===== src/rtl/ftrb_pkg.sv =====
package ftrb_pkg;

  // Fixed architectural limits.
  localparam int SUBSYSTEMS    = 5;
  localparam int MAX_ARGUMENTS = 4;
  localparam int MAX_RESULTS   = 64;
  localparam int ADDR_W        = 5;

  // Register indexes on the configuration port.
  localparam logic [2:0] REG_THR_CORE     = 3'd0;
  localparam logic [2:0] REG_THR_MOTION   = 3'd1;
  localparam logic [2:0] REG_THR_COMMS    = 3'd2;
  localparam logic [2:0] REG_THR_HEATER   = 3'd3;
  localparam logic [2:0] REG_THR_TRIGGER  = 3'd4;
  localparam logic [2:0] REG_RING_SIZE    = 3'd5;
  localparam logic [2:0] REG_DRAIN_BUDGET = 3'd6;

  // Function codes of an input item.
  localparam logic FUNC_EMIT  = 1'b0;
  localparam logic FUNC_DRAIN = 1'b1;

  typedef struct packed {
    logic        func;
    logic [15:0] event_id;
    logic [2:0]  subsystem;
    logic [7:0]  level;
    logic [7:0]  arg_count;
    logic [31:0] arg_zero;
    logic [31:0] arg_one;
    logic [31:0] arg_two;
    logic [31:0] arg_three;
    logic [31:0] timestamp;
  } in_item_t;

  typedef struct packed {
    logic [31:0] seq_number;
    logic [31:0] stamp;
    logic [15:0] event_code;
    logic [2:0]  sub_number;
    logic [7:0]  severity;
    logic [2:0]  valid_args;
    logic [31:0] out_arg_zero;
    logic [31:0] out_arg_one;
    logic [31:0] out_arg_two;
    logic [31:0] out_arg_three;
    logic [31:0] dropped_total;
    logic        last;
  } out_item_t;

  // Register file contents seen by the datapath.
  typedef struct packed {
    logic [SUBSYSTEMS-1:0][7:0] threshold;
    logic [8:0]                 ring_size;
    logic [6:0]                 drain_budget;
  } cfg_regs_t;

  // Write strobes of the registers that also touch the sequence state.
  typedef struct packed {
    logic size_wr;
    logic budget_wr;
  } cfg_evt_t;

  // Commands from the controller to the datapath.
  typedef struct packed {
    logic emit_wr;
    logic evict;
    logic count;
    logic fetch;
  } dp_cmd_t;

  // Status from the datapath to the controller.
  typedef struct packed {
    logic drain_off;
    logic rem_zero;
    logic fetch_room;
    logic pipe_empty;
  } dp_status_t;

endpackage


===== src/rtl/ftrb_ctrl.sv =====
module ftrb_ctrl (
  input  logic                   clk,
  input  logic                   rst_n,
  input  logic                   in_valid,
  output logic                   in_ready,
  input  logic                   in_func,
  input  ftrb_pkg::dp_status_t   status,
  output ftrb_pkg::dp_cmd_t      cmd
);
  import ftrb_pkg::*;

  typedef enum logic [1:0] {
    ST_IDLE,
    ST_EVICT,
    ST_COUNT,
    ST_STREAM
  } state_t;

  state_t state_r, state_nxt;
  logic   in_ready_r;
  logic   accept;

  assign accept   = in_valid && in_ready_r;
  assign in_ready = in_ready_r;

  // Next state: a drain walks eviction, counting and streaming.
  always_comb begin
    state_nxt = state_r;
    case (state_r)
      ST_IDLE: begin
        if (accept && (in_func == FUNC_DRAIN) && !status.drain_off) begin
          state_nxt = ST_EVICT;
        end
      end
      ST_EVICT:  state_nxt = ST_COUNT;
      ST_COUNT:  state_nxt = ST_STREAM;
      ST_STREAM: begin
        if (status.rem_zero && status.pipe_empty) begin
          state_nxt = ST_IDLE;
        end
      end
      default:   state_nxt = ST_IDLE;
    endcase
  end

  // State and the registered ready.
  always_ff @(posedge clk) begin
    if (!rst_n) begin
      state_r    <= ST_IDLE;
      in_ready_r <= 1'b0;
    end else begin
      state_r    <= state_nxt;
      in_ready_r <= (state_nxt == ST_IDLE);
    end
  end

  // Commands to the datapath.
  assign cmd.emit_wr = accept && (in_func == FUNC_EMIT);
  assign cmd.evict   = (state_r == ST_EVICT);
  assign cmd.count   = (state_r == ST_COUNT);
  assign cmd.fetch   = (state_r == ST_STREAM) && !status.rem_zero && status.fetch_room;

endmodule


===== config.mk =====
export PLATFORM = sky130hd
export DESIGN_NAME = ftrb_ctrl
export DESIGN_NICKNAME = d
export VERILOG_FILES = /design/src/rtl/ftrb_pkg.sv /design/src/rtl/ftrb_ctrl.sv
export SDC_FILE = /design/constraint.sdc
export NUM_CORES = 1
export LEC_CHECK = 0
export BUFFER_PORTS_ARGS = -buffer_cell sky130_fd_sc_hd__buf_2
export CAP_MARGIN = 20
export CORE_AREA = 2 2 39 41
export CTS_CLUSTER_SIZE = 25
export DETAILED_ROUTE_END_ITERATION = 8
export DIE_AREA = 0 0 41 43
export GPL_TIMING_DRIVEN = 0
export PLACE_DENSITY = 0.41
export SETUP_SLACK_MARGIN = 0.1
export SKIP_LAST_GASP = 1
export SYNTH_ARGS = -nofsm -noshare
export SYNTH_HDL_FRONTEND = slang
export SYNTH_SLANG_ARGS = --single-unit

===== constraint.sdc =====
create_clock -name clk -period 1.2 [get_ports clk]
set_input_delay 0.12 -clock clk [delete_from_list [all_inputs] [get_ports clk]]
set_output_delay 0.12 -clock clk [all_outputs]
set_load 0.02 [all_outputs]

# Yosys cells after proc, flatten, opt, wreduce, memory -nomap -nowiden
# Index checks and enable logic that the tools add are counted.
# totals
out_inout_bits,5
wordCells,20
inputBits,8
regBits,3
# op_classes
n_eq_ne,3
n_bitwise,1
reduce_logical,11
n_mux,3
# op_table
cell,n
one-hot mux 2 bit (4 select lines),1
logical AND 1 bit,7
equality test 2 bit (second input constant),2
logical NOT 2 bit,2
2-to-1 mux 2 bit,2
equality test 2 x 1 -> 1 bit (second input constant),1
logical NOT 1 bit,2
NOT 1 bit,1

# Logic depth before layout (Yosys ltp)
# logic_depth
word_depth,6
ltp_mapped,2
mapped_depth_nobuf,2

# Least setup slack after synthesis
# No wires, ideal clock.
# synth_timing
path_kind,register to register
startpoint,register in_ready_r (netlist: in_ready)
endpoint,register state_r[0]
path_buffers,0
path_stages_with_launch,3
setup_time_ps,118
arrival_time_ps,801
period_less_slack_ps,919
t_required_ps,1082
path_slack_ps,281
path_cell_list,dfxtp_1 > and4b_1 > o2111a_1
# synth_via
elab_chain_len,5
# synth_lines
element,line,rtl
from (decl),ftrb_ctrl.sv:20,logic in_ready_r;
from (signal assigned),ftrb_ctrl.sv:53,in_ready_r <= (state_nxt == ST_IDLE);
logical AND 1 bit,ftrb_ctrl.sv:23,assign accept = in_valid && in_ready_r;
logical AND 1 bit (2 in a row),ftrb_ctrl.sv:31,if (accept && (in_func == FUNC_DRAIN) && !status.drain_off) begin
2-to-1 mux 2 bit,ftrb_ctrl.sv:31,
one-hot mux 2 bit (4 select lines),ftrb_ctrl.sv:29,case (state_r)
to (signal assigned),ftrb_ctrl.sv:52,state_r <= state_nxt;
to (decl),ftrb_ctrl.sv:19,"state_t state_r, state_nxt;"
# Every way passes these cells.
# A chain may end at the register's enable or synchronous reset.

==> results.json <==
{
  "placed_area_sq_um": 244.0,
  "power.density_mw_per_mm2": 1119,
  "avgSynthCellArea_sq_um": 9.642,
  "final_cell_area_sq_um": 299.0,
  "insertedDiodeCount": 0,
  "groute.layer.met1.usage_pct": 6.731,
  "rows": 14,
  "tns_ns": 0,
  "routed-via-count": 187,
  "cp_slowest_stage_delay_ns": 0.34,
  "dp_hpwl_microns": 317.6,
  "first_iter_violations": 6,
  "status": "completed",
  "report.final.slew_viol_count": 0,
  "placedCellCount": 45,
  "rsz0062_at_grt": "true",
  "cts_buffers": 3,
  "antenna_found_initial": 0,
  "endpoint_kind": "primary output",
  "arrival_ns": 0.99,
  "hold_viol_final": 0,
  "path_cells": "or2b_1, inv_2, buf_6",
  "min_path_type": "input pin to register",
  "grt_start_max_net_pins": 8,
  "finalCritPeriodShare_pct": 92.16,
  "setup_viol": 0,
  "grt_usage_pct": 5.416,
  "ioPinCount": 13,
  "grt_busiest_layer": "met1",
  "maxCapViolations": 0,
  "syn_to_final_growth_pct": 82.44,
  "crit_family": "flip-flops",
  "met2_usage_pct": 6.563,
  "start_util_pct": 11.84,
  "ys_seq_elements": 3,
  "ctsLongestPathBuffers": 2,
  "synth-seq-area-share_pct": 36.64,
  "cp-start-kind": "register",
  "period_minus_slack_ns": 1.106,
  "gp_congestion": 0.6254,
  "nNetsFinal": 44,
  "critical_path_class": "register to primary output",
  "instances_no_fill": 51,
  "die_area_sq_mm": 0.001763,
  "clk_pin_slew_ns": 0.04,
  "finish.utilization_pct": 21.61,
  "drc": 0,
  "yosys_warnings": 0,
  "coreArea_sq_mm": 0.001384,
  "final_cell_mix": "buf_2 (11), clkbuf_4 (3), and4b_1 (2), buf_4 (2), dfxtp_4 (2)",
  "syn-num-nets": 25,
  "cp_slowest_cell": "dfxtp_4",
  "wl_microns": 434,
  "crit_fanout": 4,
  "port_buffers": 12,
  "drive_gt1_share_pct": 60.00,
  "cts.root.buffer_cell": "clkbuf_4",
  "die_w_microns": 41,
  "yosysUniqueCellTypes": 13,
  "cts_tree": "yes",
  "peakVddDrop_uv": 509.9,
  "final_antenna_net_count": 0,
  "syn_area_sq_um": 163.9,
  "grt-ovfl-total": 0,
  "worst_slew_pin_slew_ns": 0.1293,
  "first_pass_iters": 4,
  "avgRoutedWirePerCell_microns": 8.510,
  "layout_commonest_cell": "buf_2",
  "dieHeight_microns": 43,
  "max_freq_ghz": 0.9043,
  "critical_path_required_ns": 1.08,
  "first_global_vias": 161,
  "leakage_nw": 0.1654,
  "syn_inst": 17,
  "worst_clock_skew_ns": 0.001441,
  "path_buf_inv": 2,
  "slew_headroom_pct": 91.36,
  "p_total_mw": 0.3345,
  "vias_per_cell": 3.667,
  "met3_usage_pct": 6.283,
  "grt_pass1_wl_microns": 614,
  "cts_max_level": 1,
  "clk_latency_ns": 0.23,
  "cts.sink_count": 3
}
-- path summary, 6_finish.rpt --
kind                           end  cells after the start                   from  slack (ns)
max reg2reg    in_ready$_SDFF_PN0_                      3  state_r[0]$_SDFF_PN0_        0.19
min reg2reg  state_r[1]$_SDFF_PN0_                      2  state_r[1]$_SDFF_PN0_        0.63
max                         cmd[2]                      3  state_r[0]$_SDFF_PN0_        0.09
min          state_r[0]$_SDFF_PN0_                      2                  rst_n        0.18
-- logic make-up (layout without fill, tap and decap cells) --
family / Yosys count / in the layout / share of synthesized area (%)
compound gates: 3 / 3 / 20.61
buf+inv: 2 / 20 / 4.582
flops: 3 / 3 / 36.64
simple gates: 9 / 9 / 38.17
-- cells in the mapped netlist (all sizes together) --
cell type / n / area [sq um]
dfxtp: 3 / 60.06
and4b: 2 / 20.02
inv: 2 / 7.510
and2b: 1 / 7.510
nand2: 1 / 3.750
nand3: 1 / 5.000
nand4: 1 / 6.260
nor2: 1 / 3.750
o2111a: 1 / 11.26
o211a: 1 / 10.01
o22ai: 1 / 12.51
or2b: 1 / 7.510
or3b: 1 / 8.760
-- layout make-up --
cell class | instances | area [sq um]
clock buffer | 4 | 26.28
multi-input combinational | 12 | 96.34
inverter | 2 | 7.507
sequential | 3 | 67.56
tap | 16 | 20.02
fill | 155 | 1085
timing repair buffer | 14 | 81.33
-- registers in the layout, summed over array words and instances, names as in the netlist --
| signal | cells |
|---|---|
| state_r | 2 |
| in_ready | 1 |
-- per-layer routing --
metal,wire length (microns),up-vias
met5,0,-
met4,0,0
met3,57,0
met2,166,11
met1,210,76
li1,-,100
-- metrics by stage --
stage	setup WS (ns)	hold WS, ns
3_3_place_gp	0.2264	0.4091
6_report	0.09412	0.1783
5_1_grt	0.03639	0.1751
4_1_cts	0.05177	0.1747
2_1_floorplan	0.2814	0.2682
3_5_place_dp	0.2368	0.4192
-- report_power, final --
part / switching (mW) / internal [mW]
Clock: 0.0478 / 0.124
Combinational: 0.0264 / 0.0277
Sequential: 0.00431 / 0.104
Total: 0.0785 / 0.256
-- timing repair --
item,in CTS,in global routing
setup buffers,0,2
gates cloned,0,0
endpoints found under the setup margin,3,2
hold buffers,0,0
gates resized for setup,4,3
Note: power is estimated with default switching activity, not from simulation.
