--- config.mk ---
export PLATFORM = sky130hd
export DESIGN_NAME = ftrb_regs
export DESIGN_NICKNAME = d
export VERILOG_FILES = /design/src/rtl/ftrb_pkg.sv /design/src/rtl/ftrb_regs.sv
export SDC_FILE = /design/constraint.sdc
export NUM_CORES = 1
export LEC_CHECK = 0
export BUFFER_PORTS_ARGS = -buffer_cell sky130_fd_sc_hd__buf_2
export CELL_PAD_IN_SITES_DETAIL_PLACEMENT = 1
export CELL_PAD_IN_SITES_GLOBAL_PLACEMENT = 2
export CORE_MARGIN = 4
export CORE_UTILIZATION = 28
export DETAILED_ROUTE_END_ITERATION = 8
export PLACE_DENSITY = 0.94
export SYNTH_ARGS = -nofsm -noshare
export SYNTH_HDL_FRONTEND = slang
export SYNTH_SLANG_ARGS = --single-unit
--- constraint.sdc ---
create_clock -name clk -period 2.4 [get_ports clk]
set_input_delay 0.48 -clock clk [delete_from_list [all_inputs] [get_ports clk]]
set_output_delay 0.48 -clock clk [all_outputs]
set_load 0.02 [all_outputs]
--- src/rtl/ftrb_pkg.sv ---
package ftrb_pkg;

  // Fixed architectural limits.
  localparam int SUBSYSTEMS    = 5;
  localparam int MAX_ARGUMENTS = 4;
  localparam int MAX_RESULTS   = 64;
  localparam int ADDR_W        = 5;

  // Register indexes on the configuration port.
  localparam logic [2:0] REG_THR_CORE     = 3'd0;
  localparam logic [2:0] REG_THR_MOTION   = 3'd1;
  localparam logic [2:0] REG_THR_COMMS    = 3'd2;
  localparam logic [2:0] REG_THR_HEATER   = 3'd3;
  localparam logic [2:0] REG_THR_TRIGGER  = 3'd4;
  localparam logic [2:0] REG_RING_SIZE    = 3'd5;
  localparam logic [2:0] REG_DRAIN_BUDGET = 3'd6;

  // Function codes of an input item.
  localparam logic FUNC_EMIT  = 1'b0;
  localparam logic FUNC_DRAIN = 1'b1;

  typedef struct packed {
    logic        func;
    logic [15:0] event_id;
    logic [2:0]  subsystem;
    logic [7:0]  level;
    logic [7:0]  arg_count;
    logic [31:0] arg_zero;
    logic [31:0] arg_one;
    logic [31:0] arg_two;
    logic [31:0] arg_three;
    logic [31:0] timestamp;
  } in_item_t;

  typedef struct packed {
    logic [31:0] seq_number;
    logic [31:0] stamp;
    logic [15:0] event_code;
    logic [2:0]  sub_number;
    logic [7:0]  severity;
    logic [2:0]  valid_args;
    logic [31:0] out_arg_zero;
    logic [31:0] out_arg_one;
    logic [31:0] out_arg_two;
    logic [31:0] out_arg_three;
    logic [31:0] dropped_total;
    logic        last;
  } out_item_t;

  // Register file contents seen by the datapath.
  typedef struct packed {
    logic [SUBSYSTEMS-1:0][7:0] threshold;
    logic [8:0]                 ring_size;
    logic [6:0]                 drain_budget;
  } cfg_regs_t;

  // Write strobes of the registers that also touch the sequence state.
  typedef struct packed {
    logic size_wr;
    logic budget_wr;
  } cfg_evt_t;

  // Commands from the controller to the datapath.
  typedef struct packed {
    logic emit_wr;
    logic evict;
    logic count;
    logic fetch;
  } dp_cmd_t;

  // Status from the datapath to the controller.
  typedef struct packed {
    logic drain_off;
    logic rem_zero;
    logic fetch_room;
    logic pipe_empty;
  } dp_status_t;

endpackage

--- src/rtl/ftrb_regs.sv ---
module ftrb_regs (
  input  logic                           clk,
  input  logic                           rst_n,
  input  logic                           psel,
  input  logic                           penable,
  input  logic                           pwrite,
  input  logic [ftrb_pkg::ADDR_W-1:0]    paddr,
  input  logic [31:0]                    pwdata,
  output logic [31:0]                    prdata,
  output logic                           pready,
  output ftrb_pkg::cfg_regs_t            cfg,
  output ftrb_pkg::cfg_evt_t             cfg_evt
);
  import ftrb_pkg::*;

  logic                       wr_en;
  logic [2:0]                 idx;
  logic [SUBSYSTEMS-1:0][7:0] thr_r;
  logic [8:0]                 ring_size_r;
  logic [6:0]                 budget_r;

  assign pready = 1'b1;
  assign wr_en  = psel && penable && pwrite;
  assign idx    = paddr[ADDR_W-1:2];

  // Register writes; an index beyond the list is ignored.
  always_ff @(posedge clk) begin
    if (!rst_n) begin
      thr_r       <= '0;
      ring_size_r <= '0;
      budget_r    <= '0;
    end else if (wr_en) begin
      case (idx)
        REG_THR_CORE:     thr_r[0]    <= pwdata[7:0];
        REG_THR_MOTION:   thr_r[1]    <= pwdata[7:0];
        REG_THR_COMMS:    thr_r[2]    <= pwdata[7:0];
        REG_THR_HEATER:   thr_r[3]    <= pwdata[7:0];
        REG_THR_TRIGGER:  thr_r[4]    <= pwdata[7:0];
        REG_RING_SIZE:    ring_size_r <= pwdata[8:0];
        REG_DRAIN_BUDGET: budget_r    <= pwdata[6:0];
        default: ;
      endcase
    end
  end

  // Read mux.
  always_comb begin
    case (idx)
      REG_THR_CORE:     prdata = {24'd0, thr_r[0]};
      REG_THR_MOTION:   prdata = {24'd0, thr_r[1]};
      REG_THR_COMMS:    prdata = {24'd0, thr_r[2]};
      REG_THR_HEATER:   prdata = {24'd0, thr_r[3]};
      REG_THR_TRIGGER:  prdata = {24'd0, thr_r[4]};
      REG_RING_SIZE:    prdata = {23'd0, ring_size_r};
      REG_DRAIN_BUDGET: prdata = {25'd0, budget_r};
      default:          prdata = '0;
    endcase
  end

  assign cfg.threshold    = thr_r;
  assign cfg.ring_size    = ring_size_r;
  assign cfg.drain_budget = budget_r;

  // Strobes let the datapath reset its sequence state in the same cycle.
  assign cfg_evt.size_wr   = wr_en && (idx == REG_RING_SIZE);
  assign cfg_evt.budget_wr = wr_en && (idx == REG_DRAIN_BUDGET);

endmodule

* Yosys cells after proc, flatten, opt, wreduce, memory -nomap -nowiden
Index checks and enable logic that the tools add are counted.
Storage, ports and cells: register bits 56, input port bits 42, logic and storage cells 26
Operators by class: equality and inequality tests 6, multiplexer cells 1, reduce and logical (&&, ||, !) cells 12
Operator list (count):
- one-hot mux 9 bit (7 select lines) | 1
- AND reduction 2 bit | 7
- equality test 3 bit (second input constant) | 3
- equality test 3 x 2 -> 1 bit (second input constant) | 2
- logical AND 1 bit | 4
- equality test 3 x 1 -> 1 bit (second input constant) | 1
- logical NOT 3 bit | 1

* Logic depth before layout (Yosys ltp)
Gate-level depths: netlist of run 1.
word-level depth 3, mapped depth 5, depth with buffers taken out 3

* Least setup slack after synthesis of run 1
No wires, ideal clock.
kind in2out, from input paddr[2] in the netlist's numbering, to output prdata[6], data arrival time 1.610 ns, data required time 1.920 ns, path slack 0.310 ns, stages 4, buffers on the path 2, cell sequence buf_6 > clkbuf_1 > nor2_1 > a221oi_1
Between the ends: cells in the longest elaborated chain, start to end 2, elaborated cells on any way between the ends 8, classes of those cells eq/ne: 6; mux: 1; reduce/logical: 1
Ends and longest elaborated chain:
- start: declaration | line ftrb_regs.sv:7 | input logic [ftrb_pkg::ADDR_W-1:0] paddr,
- equality test 3 bit (tied with other cells) | line ftrb_regs.sv:48 | case (idx)
- one-hot mux 9 bit (7 select lines) * | line ftrb_regs.sv:48
- end: declaration | line ftrb_regs.sv:9 | output logic [31:0] prdata,
Every way passes the cells marked *; elsewhere a longest branch is shown, timed or not.

* Final worst setup path of run 1
from input paddr[3] in the netlist's numbering, to output prdata[4]
Same word-level chain as after synthesis.

==> metrics.cfg, run 1 <==
[final_layout]
final_area_um2 = 3380
multiInputGateArea_um2 = 1420
area_growth_pct = 24.2
ff_latch_area_um2 = 1120
fillCellCount = 1103
final_layout_size_suffix_gt1_frac = 0.340
nets = 409
fin_util = 0.362
diodes = 0

[critical_path]
cp.required_ns = 1.92
worstRegToRegCells = 2
cp_data_arrival_time_ns = 1.78
criticalPathCategory = input port to output pin
cp-end-kind = output pin
crit_fanout = 13
start_kind = input port

[power]
p_comb_frac = 0.107
power.internal_mw = 1.33
netSwitchingPower_mw = 0.471
ir_drop_mv = 0.246
swShare = 0.261
power_density_nw_per_um2 = 535
seqPwrFrac = 0.522
clockPowerShare = 0.371
p_leak_nw = 1.57

[sta]
slew_headroom = 0.606
holdWs_ns = 0.413
fmax_ghz = 0.443
fin_crit_sh = 0.941
tightest_slew_ns = 0.591
hold_violations = 0
grt_setup_unrepaired = false
fin_worst_skew_ns = 0
setup_violations = 0
finalMaxSlewViolations = 0
fin_crit_ns = 2.26
fin_setup_tns_ns = 0

[clock_network]
cts-htree-levels = 2
clk_latency_ns = 0.31
cts_made_buffers = 5
cts_tree = built
clk_pin_slew_ns = 0.10
cts-root-buf = clkbuf_8
clock_sinks = 56
clock_path_buffers = 2

[synthesis]
yosysWarnings = 0
seq_area_frac_synth = 0.412
yosysTopAreaCell = dfxtp_1
yosysUniqueCellTypes = 29
syn_area_um2 = 2720
synth_top_area_frac = 0.412
synth_seq_cells = 56
synth_cells = 279
synth_area_leaders = dfxtp_1, mux2i_1, nand2_1
syn_area_per_cell_um2 = 9.75

[route]
drtIter0Drc = 70
drt-wirelength-per-cell_um = 17.3
num_vias = 2309
drt-total-wl_mm = 8.61
dr.pass1.iters = 4
antenna_left = 0
route.detailed.drc = 0
routed_via_density = 4.65

[global_routing]
grt_use_total = 0.148
grt_pass1_wl_mm = 13.0
grt_pass1_vias = 2366
antenna_found_initial = 0
overflow = 0
grt_max_degree = 28

[place]
placed_cell_area_um2 = 3250
dpl.hpwl_mm = 6.70
finalWeightedCongestion = 0.781
portBuffers = 83

[die]
die_w_um = 107
design.core.area_um2 = 9330
ios = 133
fp-row-count = 35
dieHeight_um = 107
start_util = 0.291
die_area_um2 = 11400

[worst_hold_path]
hp-class = input port to register
min_path_cells = 3

[status]
status = completed

[flow_run]
drv_cap = 0

-- kinds of logic after synthesis --
family,after synthesis,synth area share
AO/OA/AOI/OAI,26,0.0773
buffers and inverters,42,0.0980
flip-flops,56,0.412
multiplexers,69,0.263
other,2,0.00276
AND/OR/NAND/NOR,84,0.147
-- state kept, by name, indices dropped and copies added (netlist names) --
register,count
cfg,40
budget_r,7
ring_size_r,9
-- layout make-up --
class	count	area share
Multi-Input combinational cell	203	0.420
Sequential cell	56	0.332
Timing Repair Buffer	99	0.162
Tap cell	129	0.0478
Clock buffer	6	0.0245
Clock inverter	2	0.0115
Inverter	2	0.00222
-- cell usage after synthesis --
master	instances
a32oi_1	10
and2_1	1
nand4_2	1
mux2i_1	59
mux2_2	9
clkbuf_1	6
o211ai_1	5
nor2_1	1
nand2b_1	2
a22oi_1	6
inv_1	2
a221oi_1	3
mux4_2	1
a21oi_1	1
nor2_4	3
nand4b_4	1
nor2_2	2
buf_2	3
nand2_1	66
nor2b_1	3
conb_1	2
and3_1	1
buf_6	1
buf_1	4
or3_1	2
o2bb2ai_1	1
dfxtp_1	56
and3b_1	1
buf_4	26
-- worst paths after layout --
path	startpoint	endpoint	slack (ns)
setup reg to reg	ring_size_r[5]	ring_size_r[5]	1.66
hold / removal	pwdata[8]	ring_size_r[8]	0.41
setup / recovery	paddr[3]	prdata[4]	0.14
hold reg to reg	cfg[18]	cfg[18]	0.47
-- per-stage QoR --
| step | total power, mW | instances | setup WS (ns) |
|---|---|---|---|
| 2_1_floorplan | 1.11 | 301 | 0.310 |
| 3_3_place_gp | 1.15 | 489 | -0.0621 |
| 3_5_place_dp | 1.16 | 489 | -0.0825 |
| 4_1_cts | 1.82 | 497 | 0.154 |
| 5_1_grt | 1.87 | 497 | 0.0495 |
| 6_report | 1.80 | 497 | 0.141 |
-- cell usage in the layout (no fill, tap or decap), drive strengths merged, types with 2 or more instances in the layout --
| cell | instances |
|---|---|
| nor2 | 6 |
| a32oi | 10 |
| conb | 24 |
| or3 | 2 |
| inv | 2 |
| a22oi | 6 |
| nand2 | 66 |
| dfxtp | 56 |
| mux2 | 9 |
| mux2i | 59 |
| nor2b | 3 |
| buf | 99 |
| o211ai | 5 |
| nand2b | 2 |
| a221oi | 3 |
| clkbuf | 6 |
-- power by group through the flow --
stage	Sequential (mW)	Combinational (mW)	Clock, mW
after floorplan	0.970	0.145	0
after global placement	0.962	0.189	0
after detailed placement	0.963	0.192	0
after CTS	0.941	0.194	0.689
after global routing	0.943	0.208	0.720
final	0.941	0.193	0.670
-- layer usage --
metal / vias up / global-route usage / routed length (um)
met5: - / 0 / 0
met4: 0 / 0.0402 / 137
met3: 12 / 0.0358 / 473
met2: 78 / 0.248 / 4140
met1: 1122 / 0.191 / 3870
li1: 1097 / - / -
-- worst max-delay path, cell delays in order --
cell      delay, ns
buf_2          0.17
buf_4          0.17
buf_12         0.14
and2_1         0.20
a32oi_1        0.27
o211ai_1       0.15
buf_2          0.19
-- repair_timing --
item,in CTS,in global routing
gates resized for setup,1,0
hold buffers,0,0
buffers inserted,0,0
endpoints found under the setup margin,1,0
Power figures use the tool's default switching activity.
==> run 2, diff against run 1 <==
RECOVER_POWER = 50   (was unset)
==> run 2 against run 1 <==
Effect of this change:
- worst hold slack hardly changed
- clock-buffer cell count stayed put
- cell count stayed put
- utilization is 0.79 points lower
- first-iteration DRC count is 37% higher
- non-clock buffer count stayed put
- final area is 2.2% lower
- critical path depth stayed put
- combinational power hardly changed
- critical path type unchanged
- largest power group unchanged
==> metrics.cfg, run 2 (synthesized netlist as in run 1, its figures left out) <==
[final_layout]
fillCellCount = 1124
final_cells = 497
layout_commonest_cell = nand2_1
fin_util = 0.354
nets = 409
diodes = 0
area_growth_pct = 21.4
final_layout_size_suffix_gt1_frac = 0.188
largest_reg_flops = 40
final_cell_mix = nand2_1, mux2i_1, dfxtp_1, clkbuf_1, buf_2

[clock_network]
cts_tree = built
clk_pin_slew_ns = 0.10
cts_made_buffers = 5
clk_latency_ns = 0.31
cts-htree-levels = 2
clock_sinks = 56
postCtsHoldBufs = 0
clock_path_buffers = 2
cts-root-buf = clkbuf_8
ctsResizeCount = 1
postCtsSetupBuffers = 0

[route]
route.detailed.drc = 0
routed_via_density = 4.62
num_vias = 2296
dr.pass1.iters = 5
antenna_left = 0
drt-total-wl_mm = 8.66
drt-wirelength-per-cell_um = 17.4
drtIter0Drc = 96

[global_routing]
grt_use_total = 0.148
antenna_found_initial = 0
overflow = 0
grt_pass1_vias = 2366
grt_max_degree = 28
grt_pass1_wl_mm = 13.0

[critical_path]
crit_fanout = 13
start_kind = input port
cp-end-kind = output pin
worstRegToRegCells = 2
r2r_setup_slack_ns = 1.67
cp.required_ns = 1.92
r2r-start = ring_size_r[5]
cp_data_arrival_time_ns = 1.78
criticalPathCategory = input port to output pin
rr_endpoint = ring_size_r[5]

[die]
dieHeight_um = 107
fp-row-count = 35
ios = 133
die_area_um2 = 11400
design.core.area_um2 = 9330
start_util = 0.291
die_w_um = 107

[sta]
fin_crit_ns = 2.26
setup_violations = 0
tightest_slew_ns = 0.594
slew_headroom = 0.604
fin_worst_skew_ns = 0
grt_setup_unrepaired = false
fin_crit_sh = 0.941
hold_violations = 0
fmax_ghz = 0.443
finalMaxSlewViolations = 0

[power]
ir_drop_mv = 0.249
power_density_nw_per_um2 = 546
p_leak_nw = 1.33
power_mw = 1.80

[status]
status = completed

[flow_run]
drv_cap = 0

[worst_hold_path]
hold_start = pwdata[8]
hp-class = input port to register
min_to = ring_size_r[8]
min_path_cells = 3

[place]
dpl.hpwl_mm = 6.70
portBuffers = 83
dp_cells = 489
finalWeightedCongestion = 0.781

run 2: changes by cell type in the layout (fill, tap and decap cells not counted), sizes merged:
cell / previous run / this run
buf: 99 / 44
clkbuf: 6 / 61
run 2: final cells by class:
class	count	area (um2)	share of cell area
Sequential cell	56	1120	0.340
Multi-Input combinational cell	203	1410	0.428
Tap cell	129	161	0.0489
Timing Repair Buffer	99	477	0.144
Inverter	2	7.51	0.00227
Clock inverter	2	38.8	0.0117
Clock buffer	6	82.6	0.0250
run 2: critical path, cell delays in order:
cell      delay, ns
buf_2          0.17
buf_4          0.17
buf_12         0.14
and2_1         0.20
a32oi_1        0.27
o211ai_1       0.15
buf_2          0.19
run 2: worst max path at each step:
stage                   from   endpoint  depth (start not counted)
global placement    paddr[3]  prdata[6]                          5
detailed placement  paddr[3]  prdata[6]                          5
CTS                 paddr[3]  prdata[4]                          7
global route        paddr[3]  prdata[4]                          7
finish              paddr[3]  prdata[4]                          7
floorplan           paddr[2]  prdata[6]                          4
run 2: layer usage:
metal  up-vias  GRT usage  wire length [um]
met5         -          0                 0
li1       1095          -                 -
met3        12     0.0358               430
met1      1119      0.191              3940
met4         0     0.0402               137
met2        70      0.248              4160
run 2: power by group:
part           internal, mW  switching, mW  total (mW)
registers             0.936        0.00582       0.941
logic                0.0539          0.138       0.191
clock network         0.342          0.327       0.669
total                  1.33          0.470        1.80
run 2: through the flow:
stage                     worst slack (ns)  instance area [um2]  TNS [ns]  hold WS, ns
after global routing                0.0495                 3300         0        0.422
after floorplan                      0.310                 2800         0        0.541
after detailed placement           -0.0825                 3250   -0.0825        0.465
after CTS                            0.154                 3380         0        0.401
after global placement             -0.0621                 3250   -0.0621        0.450
final                                0.141                 3300         0        0.413
